**config.mk**
```make
export PLATFORM = sky130hd
export DESIGN_NAME = sdwk_ctrl
export DESIGN_NICKNAME = d
export VERILOG_FILES = /design/src/hw/rtl/sdwk_pkg.sv /design/src/hw/rtl/sdwk_ctrl.sv
export SDC_FILE = /design/constraint.sdc
export NUM_CORES = 1
export LEC_CHECK = 0
export ABC_AREA = 1
export ABC_CLOCK_PERIOD_IN_PS = 1700
export BUFFER_PORTS_ARGS = -buffer_cell sky130_fd_sc_hd__buf_2
export CAP_MARGIN = 40
export CORE_MARGIN = 5
export CORE_UTILIZATION = 30
export DETAILED_ROUTE_END_ITERATION = 16
export GPL_TIMING_DRIVEN = 0
export RECOVER_POWER = 50
export SYNTH_ARGS = -nofsm -noshare
export SYNTH_HDL_FRONTEND = slang
export SYNTH_SLANG_ARGS = --single-unit
```
**constraint.sdc**
```tcl
create_clock -name i_clk -period 1.7 [get_ports i_clk]
set_clock_uncertainty 0.05 [all_clocks]
set_input_delay 0.17 -clock i_clk [delete_from_list [all_inputs] [get_ports i_clk]]
set_output_delay 0.17 -clock i_clk [all_outputs]
set_load 0.02 [all_outputs]
```
**src/hw/rtl/sdwk_pkg.sv**
```systemverilog
// Shared types, constants and the CORDIC arctangent table for the swerve kinematics block.
// No dependencies; used by the controller, the datapath and the top level.
`default_nettype none

package sdwk_pkg;

    localparam int CORDIC_STEPS = 16;
    localparam int STEP_W       = $clog2(CORDIC_STEPS);
    localparam int NUM_WHEELS   = 4;
    localparam int WHEEL_W      = 2;
    localparam int CW           = 56;
    localparam int ZW           = 34;

    localparam logic signed [16:0] INV_GAIN     = 17'sd39797;
    localparam logic signed [17:0] DEG_PER_TURN = 18'sd92160;
    localparam logic signed [42:0] GATE_Q48     = 43'sd28147;
    localparam logic signed [17:0] SPD_MAX      = 18'sd131071;
    localparam logic signed [17:0] SPD_MIN      = -18'sd131072;
    localparam logic signed [17:0] DIR_ONE      = 18'sd4096;

    localparam logic [1:0] REG_ARM_X = 2'd0;
    localparam logic [1:0] REG_ARM_Y = 2'd1;

    typedef enum logic [4:0] {
        OP_NONE,
        OP_LOAD,
        OP_CLEAR,
        OP_HOLD,
        OP_ROT_INIT,
        OP_ROT_STEP,
        OP_VEC_STEP,
        OP_GX_LO,
        OP_GX_HI,
        OP_GY_LO,
        OP_GY_HI,
        OP_ARM,
        OP_WVEC,
        OP_DOT,
        OP_CROSS,
        OP_DIFF,
        OP_SQ,
        OP_GATE,
        OP_ANG_INIT,
        OP_ANG_LO,
        OP_ANG_HI,
        OP_SPD_INIT,
        OP_MAG_LO,
        OP_MAG_HI,
        OP_PUBLISH
    } t_op;

    typedef enum logic [4:0] {
        S_IDLE,
        S_LOAD_DEC,
        S_ROT,
        S_GX_LO,
        S_GX_HI,
        S_GY_LO,
        S_GY_HI,
        S_ARM,
        S_WVEC,
        S_DOT,
        S_CROSS,
        S_DIFF,
        S_SQ,
        S_GATE,
        S_DECIDE,
        S_ANG_STEP,
        S_ANG_LO,
        S_ANG_HI,
        S_SPD_INIT,
        S_SPD_STEP,
        S_MAG_LO,
        S_MAG_HI,
        S_DONE
    } t_state;

    typedef struct packed {
        t_op                op;
        logic [STEP_W-1:0]  step;
        logic [WHEEL_W-1:0] wheel;
    } t_cmd;

    typedef struct packed {
        logic standby;
        logic zero_cmd;
        logic gate;
    } t_sts;

    function automatic logic signed [ZW-1:0] atan_entry(input logic [4:0] idx);
        logic signed [ZW-1:0] v;
        case (idx)
            5'd0:    v = 34'sh020000000;
            5'd1:    v = 34'sh012E4051D;
            5'd2:    v = 34'sh009FB385B;
            5'd3:    v = 34'sh0051111D4;
            5'd4:    v = 34'sh0028B0D43;
            5'd5:    v = 34'sh00145D7E1;
            5'd6:    v = 34'sh000A2F61E;
            5'd7:    v = 34'sh000517C55;
            5'd8:    v = 34'sh00028BE53;
            5'd9:    v = 34'sh000145F2E;
            5'd10:   v = 34'sh0000A2F98;
            5'd11:   v = 34'sh0000517CC;
            5'd12:   v = 34'sh000028BE6;
            5'd13:   v = 34'sh0000145F3;
            5'd14:   v = 34'sh000000A2F9;
            5'd15:   v = 34'sh00000517C;
            5'd16:   v = 34'sh0000028BE;
            5'd17:   v = 34'sh00000145F;
            5'd18:   v = 34'sh000000A2F;
            5'd19:   v = 34'sh000000517;
            5'd20:   v = 34'sh00000028B;
            5'd21:   v = 34'sh000000145;
            5'd22:   v = 34'sh0000000A2;
            5'd23:   v = 34'sh000000051;
            default: v = '0;
        endcase
        return v;
    endfunction

endpackage

`default_nettype wire

```
**src/hw/rtl/sdwk_ctrl.sv**
```systemverilog
// Sequencing state machine for the swerve kinematics block.
// Depends on sdwk_pkg; drives commands into sdwk_dp and owns both handshakes.
`default_nettype none

module sdwk_ctrl (
    input  wire                 i_clk,
    input  wire                 i_rst_n,
    input  wire                 i_valid,
    output logic                o_ready,
    output logic                o_valid,
    input  wire                 i_ready,
    input  sdwk_pkg::t_sts      i_sts,
    output sdwk_pkg::t_cmd      o_cmd
);

    sdwk_pkg::t_state                 r_state, n_state;
    logic [sdwk_pkg::STEP_W-1:0]      r_step, n_step;
    logic [sdwk_pkg::WHEEL_W-1:0]     r_wheel, n_wheel;
    logic                             r_out_valid, n_out_valid;
    logic                             step_last;

    assign step_last = (r_step == sdwk_pkg::STEP_W'(sdwk_pkg::CORDIC_STEPS - 1));

    always_ff @(posedge i_clk) begin
        if (!i_rst_n) begin
            r_state     <= sdwk_pkg::S_IDLE;
            r_step      <= '0;
            r_wheel     <= '0;
            r_out_valid <= 1'b0;
        end else begin
            r_state     <= n_state;
            r_step      <= n_step;
            r_wheel     <= n_wheel;
            r_out_valid <= n_out_valid;
        end
    end

    always_comb begin
        n_state     = r_state;
        n_step      = r_step;
        n_wheel     = r_wheel;
        n_out_valid = r_out_valid;
        o_cmd.op    = sdwk_pkg::OP_NONE;
        o_cmd.step  = r_step;
        o_cmd.wheel = r_wheel;
        o_ready     = 1'b0;
        if (r_out_valid && i_ready) begin
            n_out_valid = 1'b0;
        end
        unique case (r_state)
            sdwk_pkg::S_IDLE: begin
                o_ready = 1'b1;
                if (i_valid) begin
                    o_cmd.op = sdwk_pkg::OP_LOAD;
                    n_state  = sdwk_pkg::S_LOAD_DEC;
                end
            end
            sdwk_pkg::S_LOAD_DEC: begin
                n_step  = '0;
                n_wheel = '0;
                if (i_sts.standby) begin
                    o_cmd.op = sdwk_pkg::OP_CLEAR;
                    n_state  = sdwk_pkg::S_DONE;
                end else if (i_sts.zero_cmd) begin
                    o_cmd.op = sdwk_pkg::OP_HOLD;
                    n_state  = sdwk_pkg::S_DONE;
                end else begin
                    o_cmd.op = sdwk_pkg::OP_ROT_INIT;
                    n_state  = sdwk_pkg::S_ROT;
                end
            end
            sdwk_pkg::S_ROT: begin
                o_cmd.op = sdwk_pkg::OP_ROT_STEP;
                n_step   = r_step + 1'b1;
                if (step_last) begin
                    n_step  = '0;
                    n_state = sdwk_pkg::S_GX_LO;
                end
            end
            sdwk_pkg::S_GX_LO: begin
                o_cmd.op = sdwk_pkg::OP_GX_LO;
                n_state  = sdwk_pkg::S_GX_HI;
            end
            sdwk_pkg::S_GX_HI: begin
                o_cmd.op = sdwk_pkg::OP_GX_HI;
                n_state  = sdwk_pkg::S_GY_LO;
            end
            sdwk_pkg::S_GY_LO: begin
                o_cmd.op = sdwk_pkg::OP_GY_LO;
                n_state  = sdwk_pkg::S_GY_HI;
            end
            sdwk_pkg::S_GY_HI: begin
                o_cmd.op = sdwk_pkg::OP_GY_HI;
                n_state  = sdwk_pkg::S_ARM;
            end
            sdwk_pkg::S_ARM: begin
                o_cmd.op = sdwk_pkg::OP_ARM;
                n_state  = sdwk_pkg::S_WVEC;
            end
            sdwk_pkg::S_WVEC: begin
                o_cmd.op = sdwk_pkg::OP_WVEC;
                n_state  = sdwk_pkg::S_DOT;
            end
            sdwk_pkg::S_DOT: begin
                o_cmd.op = sdwk_pkg::OP_DOT;
                n_state  = sdwk_pkg::S_CROSS;
            end
            sdwk_pkg::S_CROSS: begin
                o_cmd.op = sdwk_pkg::OP_CROSS;
                n_state  = sdwk_pkg::S_DIFF;
            end
            sdwk_pkg::S_DIFF: begin
                o_cmd.op = sdwk_pkg::OP_DIFF;
                n_state  = sdwk_pkg::S_SQ;
            end
            sdwk_pkg::S_SQ: begin
                o_cmd.op = sdwk_pkg::OP_SQ;
                n_state  = sdwk_pkg::S_GATE;
            end
            sdwk_pkg::S_GATE: begin
                o_cmd.op = sdwk_pkg::OP_GATE;
                n_state  = sdwk_pkg::S_DECIDE;
            end
            sdwk_pkg::S_DECIDE: begin
                n_step = '0;
                if (i_sts.gate) begin
                    o_cmd.op = sdwk_pkg::OP_ANG_INIT;
                    n_state  = sdwk_pkg::S_ANG_STEP;
                end else begin
                    o_cmd.op = sdwk_pkg::OP_SPD_INIT;
                    n_state  = sdwk_pkg::S_SPD_STEP;
                end
            end
            sdwk_pkg::S_ANG_STEP: begin
                o_cmd.op = sdwk_pkg::OP_VEC_STEP;
                n_step   = r_step + 1'b1;
                if (step_last) begin
                    n_step  = '0;
                    n_state = sdwk_pkg::S_ANG_LO;
                end
            end
            sdwk_pkg::S_ANG_LO: begin
                o_cmd.op = sdwk_pkg::OP_ANG_LO;
                n_state  = sdwk_pkg::S_ANG_HI;
            end
            sdwk_pkg::S_ANG_HI: begin
                o_cmd.op = sdwk_pkg::OP_ANG_HI;
                n_state  = sdwk_pkg::S_SPD_INIT;
            end
            sdwk_pkg::S_SPD_INIT: begin
                o_cmd.op = sdwk_pkg::OP_SPD_INIT;
                n_step   = '0;
                n_state  = sdwk_pkg::S_SPD_STEP;
            end
            sdwk_pkg::S_SPD_STEP: begin
                o_cmd.op = sdwk_pkg::OP_VEC_STEP;
                n_step   = r_step + 1'b1;
                if (step_last) begin
                    n_step  = '0;
                    n_state = sdwk_pkg::S_MAG_LO;
                end
            end
            sdwk_pkg::S_MAG_LO: begin
                o_cmd.op = sdwk_pkg::OP_MAG_LO;
                n_state  = sdwk_pkg::S_MAG_HI;
            end
            sdwk_pkg::S_MAG_HI: begin
                o_cmd.op = sdwk_pkg::OP_MAG_HI;
                if (r_wheel == sdwk_pkg::WHEEL_W'(sdwk_pkg::NUM_WHEELS - 1)) begin
                    n_state = sdwk_pkg::S_DONE;
                end else begin
                    n_wheel = r_wheel + 1'b1;
                    n_state = sdwk_pkg::S_WVEC;
                end
            end
            sdwk_pkg::S_DONE: begin
                if (!r_out_valid || i_ready) begin
                    o_cmd.op    = sdwk_pkg::OP_PUBLISH;
                    n_out_valid = 1'b1;
                    n_state     = sdwk_pkg::S_IDLE;
                end
            end
            default: begin
                n_state = sdwk_pkg::S_IDLE;
            end
        endcase
    end

    assign o_valid = r_out_valid;

endmodule

`default_nettype wire

```
; ---- Word-level counts from Yosys, hierarchy flattened
; Cells that the tools add are included.
[op_classes]
addsub = 2
n_eq_ne = 30
muxes = 24
n_reduce_logical = 11
[op_table]
columns = cell, n
row1 = $pmux W5 S23, 1
row2 = $pmux W5 S22, 1
row3 = $mux W5, 10
row4 = $eq A5 B4 Y1 const B, 8
row5 = $eq A5 B5 Y1 const B, 7
row6 = $eq A5 B3 Y1 const B, 4
row7 = $ne A2 B2 Y1 const B, 6
row8 = $eq A5 B2 Y1 const B, 2
row9 = $mux W3, 3
row10 = $pmux W4 S2, 1
row11 = $reduce_or A3 Y1, 2
row12 = $eq A5 B1 Y1 const B, 1
row13 = $logic_not A5 Y1, 1
row14 = $mux W1, 5
row15 = $reduce_and A5 Y1, 1
row16 = $add A4 B1 Y4 const B, 1
row17 = $eq A4 B4 Y1 const B, 1
row18 = $mux W4, 1
row19 = $pmux W2 S2, 1
row20 = $reduce_bool A2 Y1, 2
row21 = $add A2 B1 Y2 const B, 1
row22 = $eq A2 B2 Y1 const B, 1
row23 = $mux W2, 1
row24 = $reduce_and A2 Y1, 1
row25 = other kinds (4), 4
[totals]
register_bits = 12
inputBits = 7
out_inout_bits = 13
wordCells = 71

; ---- Depth between registers and ports, before layout
; Gate-level depths: netlist of the first run.
[depth]
word_depth = 4
ltp_mapped = 11
mapped_depth_nobuf = 11

; ---- Worst setup path after synthesis of the first run
; No wires, ideal clock.
[synth_timing]
path_type = register to output
from = register r_state[2]
to = output port o_cmd[8] (netlist bit)
arrival_ns = 1.283
required_time_ns = 1.480
slack_ns = 0.197
stages_incl_launch_ff = 6
path_buffers = 0
cell_sequence = dfxtp_1 > nor2_4 > nand2_4 > nor2_1 > inv_1 > o2111ai_1
[synth_lines]
columns = element, line
row1 = start: declaration, sdwk_ctrl.sv:16  ; sdwk_pkg::t_state r_state, n_state;
row2 = start signal: assignment, sdwk_ctrl.sv:26  ; r_state <= sdwk_pkg::S_IDLE;
row3 = start signal: assignment, sdwk_ctrl.sv:31  ; r_state <= n_state;
row4 = end: declaration, sdwk_ctrl.sv:13  ; output sdwk_pkg::t_cmd o_cmd

==> results of run 1 <==
==> what timing repair did <==
action / 4_1_cts / 5_1_grt
pin swaps: 9 / 11
gates resized for setup: 51 / 15
hold buffers: 0 / 0
hold endpoints to repair: 0 / 0
setup endpoints to repair: 5 / 6
buffers inserted: 11 / 6
==> layer usage <==
layer	global-route usage	share of wire	vias to the layer above	routed length, um
li1	-	-	667	-
met3	0.01304	0.061	12	204
met4	0.05957	0.033	0	110
met2	0.2225	0.47	60	1583
met1	0.1733	0.43	590	1462
met5	0	0	-	0
==> path summary, 6_finish.rpt <==
path                                  from    endpoint  slack, ps  cells past startpoint
worst max register to register  r_state[3]   r_step[3]        130                      9
worst min-delay path               i_rst_n  r_state[3]         80                      3
worst min register to register  r_wheel[1]  r_wheel[1]        440                      2
worst max-delay path            r_state[4]    o_cmd[7]        -50                      8
==> through the flow <==
stage | worst slack, ps | total power (W)
after floorplan | 197.0 | 0.001310
after global routing | -140.9 | 0.002627
after global placement | -1.420 | 0.001625
final | -51.77 | 0.002433
after detailed placement | -10.92 | 0.001621
after CTS | -58.04 | 0.002263
==> cells by family (layout without fill, tap and decap cells) <==
| family | count (synthesis) | after routing | synth area share |
|---|---|---|---|
| xor gates and xnor gates | 1 | 1 | 0.008170 |
| and+or+nand+nor | 110 | 110 | 0.4901 |
| DFF | 12 | 12 | 0.2240 |
| buffers and inverters | 33 | 73 | 0.1237 |
| adders and majority gates | 2 | 2 | 0.02333 |
| AOI/OAI and AO/OA | 24 | 24 | 0.1307 |
==> synthesized netlist by cell type (all sizes together) <==
master	count	area share
a21oi	14	0.069
a31oi	1	0.0058
buf	2	0.015
clkinv	1	0.0035
dfxtp	12	0.22
ha	2	0.023
inv	30	0.11
nand2	54	0.21
nand3	16	0.096
nand3b	1	0.0070
nand4	3	0.018
nor2	29	0.13
nor3	5	0.023
o2111ai	2	0.016
o21ai	5	0.023
o2bb2ai	1	0.0082
o311ai	1	0.0082
or2	2	0.012
xor2	1	0.0082
==> final cells by class <==
type	instances	share of cell area
clock buffers	4	0.02302
inverters	31	0.07540
repair buffers	36	0.1571
multi-input cells	137	0.5325
well taps	46	0.03651
flip-flops and latches	12	0.1611
plain buffers	2	0.01429
==> state kept, by name (all words and copies together), names as in the netlist <==
name and cells:
r_step 4, r_state 5, r_wheel 2, o_valid 1
==> layout by cell type, fill, tap and decap left out, types with 7 or more instances in the layout <==
cell and count:
a21oi_1 13, buf_2 9, buf_4 17, buf_6 7
dfxtp_1 7, inv_1 20, inv_2 9, nand2_1 41
nand2_2 7, nand3_1 11, nor2_1 16, nor2_4 7
==> worst max-delay path: stages, from the launching register on <==
cell and delay, ps:
dfxtp_2 340, buf_6 180, nor2_4 70, buf_4 140, nand2_1 70, nand2_2 60, nor2_2 120, nand4_1 120
buf_6 150
==> where the power goes <==
part | switching [W] | total, W | leakage [nW] | internal (W)
Sequential | 0.0000716 | 0.000419 | 0.100 | 0.000348
Combinational | 0.00104 | 0.00179 | 0.691 | 0.000747
Clock | 0.0000918 | 0.000222 | 0.0210 | 0.000130
==> results_dict.tcl, run 1 <==
set metrics [dict create \
    layout-drive-gt1-share 0.4099 \
    die_h_um 69.79 \
    cts_tree "done" \
    slew_viol_final 0 \
    yosys_warnings 0 \
    final_cell_area_um2 1577 \
    antenna_left 0 \
    place_area_um2 1225 \
    max_freq_ghz 0.5709 \
    diodes 0 \
    cp-end-kind "output port" \
    gp_congestion 0.9219 \
    synth.avg_cell_area_um2 5.892 \
    port_buffers 19 \
    die_area_um2 4870 \
    status "finished, violations left" \
    dp.final_hpwl_mm 2.354 \
    wl_mm 3.361 \
    cts_buffers 3 \
    synth_nets 191 \
    dp_cells 247 \
    num-nets-final 232 \
    finalSetupTns_ps -147.5 \
    worst_slack_ps -51.77 \
    vias 1329 \
    multi_input_area_um2 839.6 \
    ys_types 29 \
    clock-sinks 12 \
    area_delta_synth_final_pct 47.02 \
    worstSetupStartpointType "flop" \
    ir_worst_vdd_mv 0.6211 \
    cp_max_fo 10 \
    fin_util 0.4651 \
    setup_viol 4 \
    hold_violations 0 \
    start_util 0.3164 \
    min_path_type "in -> reg" \
    fp.dieW_um 69.79 \
    max_slew_margin 0.8120 \
    arrival_ps 1530 \
    routedWlPerCell_um 12.54 \
    cap_violations 0 \
    core_area_um2 3390 \
    p_per_area_nw_per_um2 1543 \
    clk_pin_slew_ps 70 \
    drtIter0Drc 104 \
    synth-seq-cells 12 \
    failed_checks "setup timing" \
    fin_crit_sh 1.030 \
    fp-row-count 21 \
    grt_overflow 0 \
    synthCells 182 \
    clk_latency_ps 270 \
    htree_levels 1 \
    grt.total_usage 0.1338 \
    vias_per_cell 4.959 \
    syn-cell-area_um2 1072 \
    first_global_vias 1261 \
    cts-root-buf "clkbuf_4" \
    ys_seq_area_frac 0.2240 \
    required_ps 1480 \
    antenna_found_initial 0 \
    n_fill_cell 351 \
    fin_cells 268 \
    dr.pass1.iters 4 \
    grt_max_degree 11 \
    min_period_ps 1752 \
    tightest_slew_ps 279.8 \
    drc 0 \
    io_pins 20 \
    whs_ps 81.22 \
    crit_type "reg -> out" \
    cts_buffer_depth 2 \
    rsz0062_at_grt "true" \
    seqCellArea_um2 254.0 \
    leakagePower_nw 0.8121 \
    grt_pass1_wl_mm 5.540 \
]
Power figures use the tool's default switching activity.
==> inputs of run 2 (changes only) <==
--- a/config.mk
+++ b/config.mk
@@ -9,11 +9,9 @@
 export ABC_CLOCK_PERIOD_IN_PS = 1700
 export BUFFER_PORTS_ARGS = -buffer_cell sky130_fd_sc_hd__buf_2
 export CAP_MARGIN = 40
-export CORE_MARGIN = 5
 export CORE_UTILIZATION = 30
 export DETAILED_ROUTE_END_ITERATION = 16
 export GPL_TIMING_DRIVEN = 0
-export RECOVER_POWER = 50
 export SYNTH_ARGS = -nofsm -noshare
 export SYNTH_HDL_FRONTEND = slang
 export SYNTH_SLANG_ARGS = --single-unit
==> run 2 against run 1 <==
The flow still finishes with violations (setup timing). Maximum frequency is 0.33% higher. Clock power about the same. Final area grew 6.3%. Core utilization increased by 3.0 points. Via count up 0.15%. Sequential power barely moved. Worst setup slack gained 5.7 ps. Non-clock buffer count rose by 5. Global-route usage rose by 5.3 points. Cell count rose by 1.9%. Highest routed layer unchanged.
==> results_dict.tcl, run 2 (synthesized netlist as in run 1, its figures left out) <==
set metrics [dict create \
    crit_chain "buf_4 > nand2_4 > nor2_4 > nand2_2 > o21ai_1 > nor3_2 > nand3_1 > buf_4" \
    reg_top3 "r_state: 5 flops, r_step: 4 flops, r_wheel: 2 flops" \
    die_h_um 61.79 \
    min_delay_worst_endpoint "r_state[3]" \
    drc 0 \
    io_pins 20 \
    cp-end-kind "output port" \
    hold_start "i_rst_n" \
    max_slew_margin 0.8185 \
    finalSetupTns_ps -188.2 \
    cp_max_fo 5 \
    p_per_area_nw_per_um2 1566 \
    tightest_slew_ps 269.4 \
    fin_crit_sh 1.027 \
    ir_worst_vdd_mv 0.6385 \
    core_area_um2 3390 \
    place_area_um2 1225 \
    clock-sinks 12 \
    dp.final_hpwl_mm 2.301 \
    r2r_start "r_state[0]" \
    hold_violations 0 \
    cp_common_cell "buf_4" \
    max_stage_delay_ps 380 \
    min_path_cells 3 \
    grt_max_degree 10 \
    arrival_ps 1530 \
    port_buffers 19 \
    drtIter0Drc 64 \
    gp_congestion 0.9032 \
    slew_viol_final 0 \
    setup_viol 5 \
    diodes 0 \
    cts-root-buf "clkbuf_4" \
    cts_tree "done" \
    antenna_left 0 \
    fp.dieW_um 61.79 \
    max_freq_ghz 0.5727 \
    antenna_found_initial 0 \
    wl_mm 3.350 \
    area_delta_synth_final_pct 56.36 \
    final_common_cell "nand2_1" \
    cts_buffer_depth 2 \
    ff2ff_setup_slack_ps 100 \
    crit_type "reg -> out" \
    required_ps 1480 \
    failed_checks "setup timing" \
    cts_buffers 3 \
    routedWlPerCell_um 12.27 \
    num-nets-final 237 \
    status "finished, violations left" \
    vias_per_cell 4.875 \
    die_area_um2 3817 \
    largest_reg_flops 5 \
    cts_hold_buf 0 \
    rsz0062_at_grt "true" \
    cap_violations 0 \
    layout-drive-gt1-share 0.4493 \
    dr.pass1.iters 4 \
    grt.total_usage 0.1871 \
    regMostFlops "r_state" \
    fin_util 0.4946 \
    final_cell_area_um2 1677 \
    worstSetupStartpointType "flop" \
    min_period_ps 1746 \
    vias 1331 \
    clk_pin_slew_ps 80 \
    min_path_type "in -> reg" \
    htree_levels 1 \
    reg2reg_to "r_step[3]" \
    final_cell_mix "nand2_1, inv_1, buf_4, nor2_1, buf_2" \
    r2r_cells 9 \
    grt_overflow 0 \
    start_util 0.3164 \
    clk_latency_ps 270 \
    grt_pass1_wl_mm 5.306 \
    leakagePower_nw 0.8758 \
    crit_slowest_cell "dfxtp_4" \
    fp-row-count 21 \
    first_global_vias 1221 \
    worst_slack_ps -46.03 \
]
## run 2: changes by cell type in the layout (fill, tap and decap cells not counted), moves of 2 or more
cell,delta
buf_2,+5
clkbuf_1,-5
buf_4,+3
inv_2,-3
nor2_4,+3
inv_1,+2
nand2_1,-2
nand2_2,+2
nor2_2,-2
## run 2: area by class of cell
type / instances / area (um^2)
well taps: 46 / 57.56
repair buffers: 41 / 307.8
clock buffers: 4 / 36.28
inverters: 31 / 121.4
fillers: 334 / 1713
flip-flops and latches: 12 / 254.0
plain buffers: 2 / 26.28
multi-input cells: 137 / 873.3
## run 2: how the worst max path moves through the flow
| stage | start | to | slack [ps] |
|---|---|---|---|
| global route | r_state[4] | o_cmd[9] | -130 |
| CTS | r_state[2] | o_cmd[6] | -40 |
| finish | r_state[0] | o_cmd[9] | -50 |
| floorplan | r_state[2] | o_cmd[8] | 200 |
| detailed placement | r_state[0] | o_cmd[6] | -30 |
| global placement | r_state[0] | o_cmd[6] | -10 |
## run 2: timing repair
item,CTS,global route
hold endpoints to repair,0,0
resized for setup,54,20
pin swaps,16,12
endpoints found under the setup margin,5,7
setup buffers,16,6
## run 2: critical path: cells and delay by family (launching register included)
family | cells | cell delay (ps)
simple gates | 5 | 480
buf+inv | 2 | 300
compound gates | 1 | 100
flops | 1 | 380
## run 2: per-layer routing
layer | wire (um) | global-route usage
met2 | 1598 | 0.2965
met5 | 0 | 0
met4 | 91 | 0.1111
met1 | 1536 | 0.2459
met3 | 124 | 0.01863
## run 2: metrics by stage
step,power [W],hold WS (ps),std cells,setup slack [ps]
detailed placement,0.001619,362.1,247,-33.89
finish,0.002625,89.78,273,-46.03
global route,0.002809,103.1,273,-130.2
global placement,0.001621,355.4,247,-14.49
CTS,0.002312,81.26,267,-37.12
floorplan,0.001310,217.6,182,197.0
## run 2: where the power goes
group	leakage [nW]	switching (W)	internal [W]
combinational	0.755	0.00111	0.000869
clock	0.0210	0.0000923	0.000130
sequential	0.100	0.0000723	0.000348
total	0.876	0.00128	0.00135
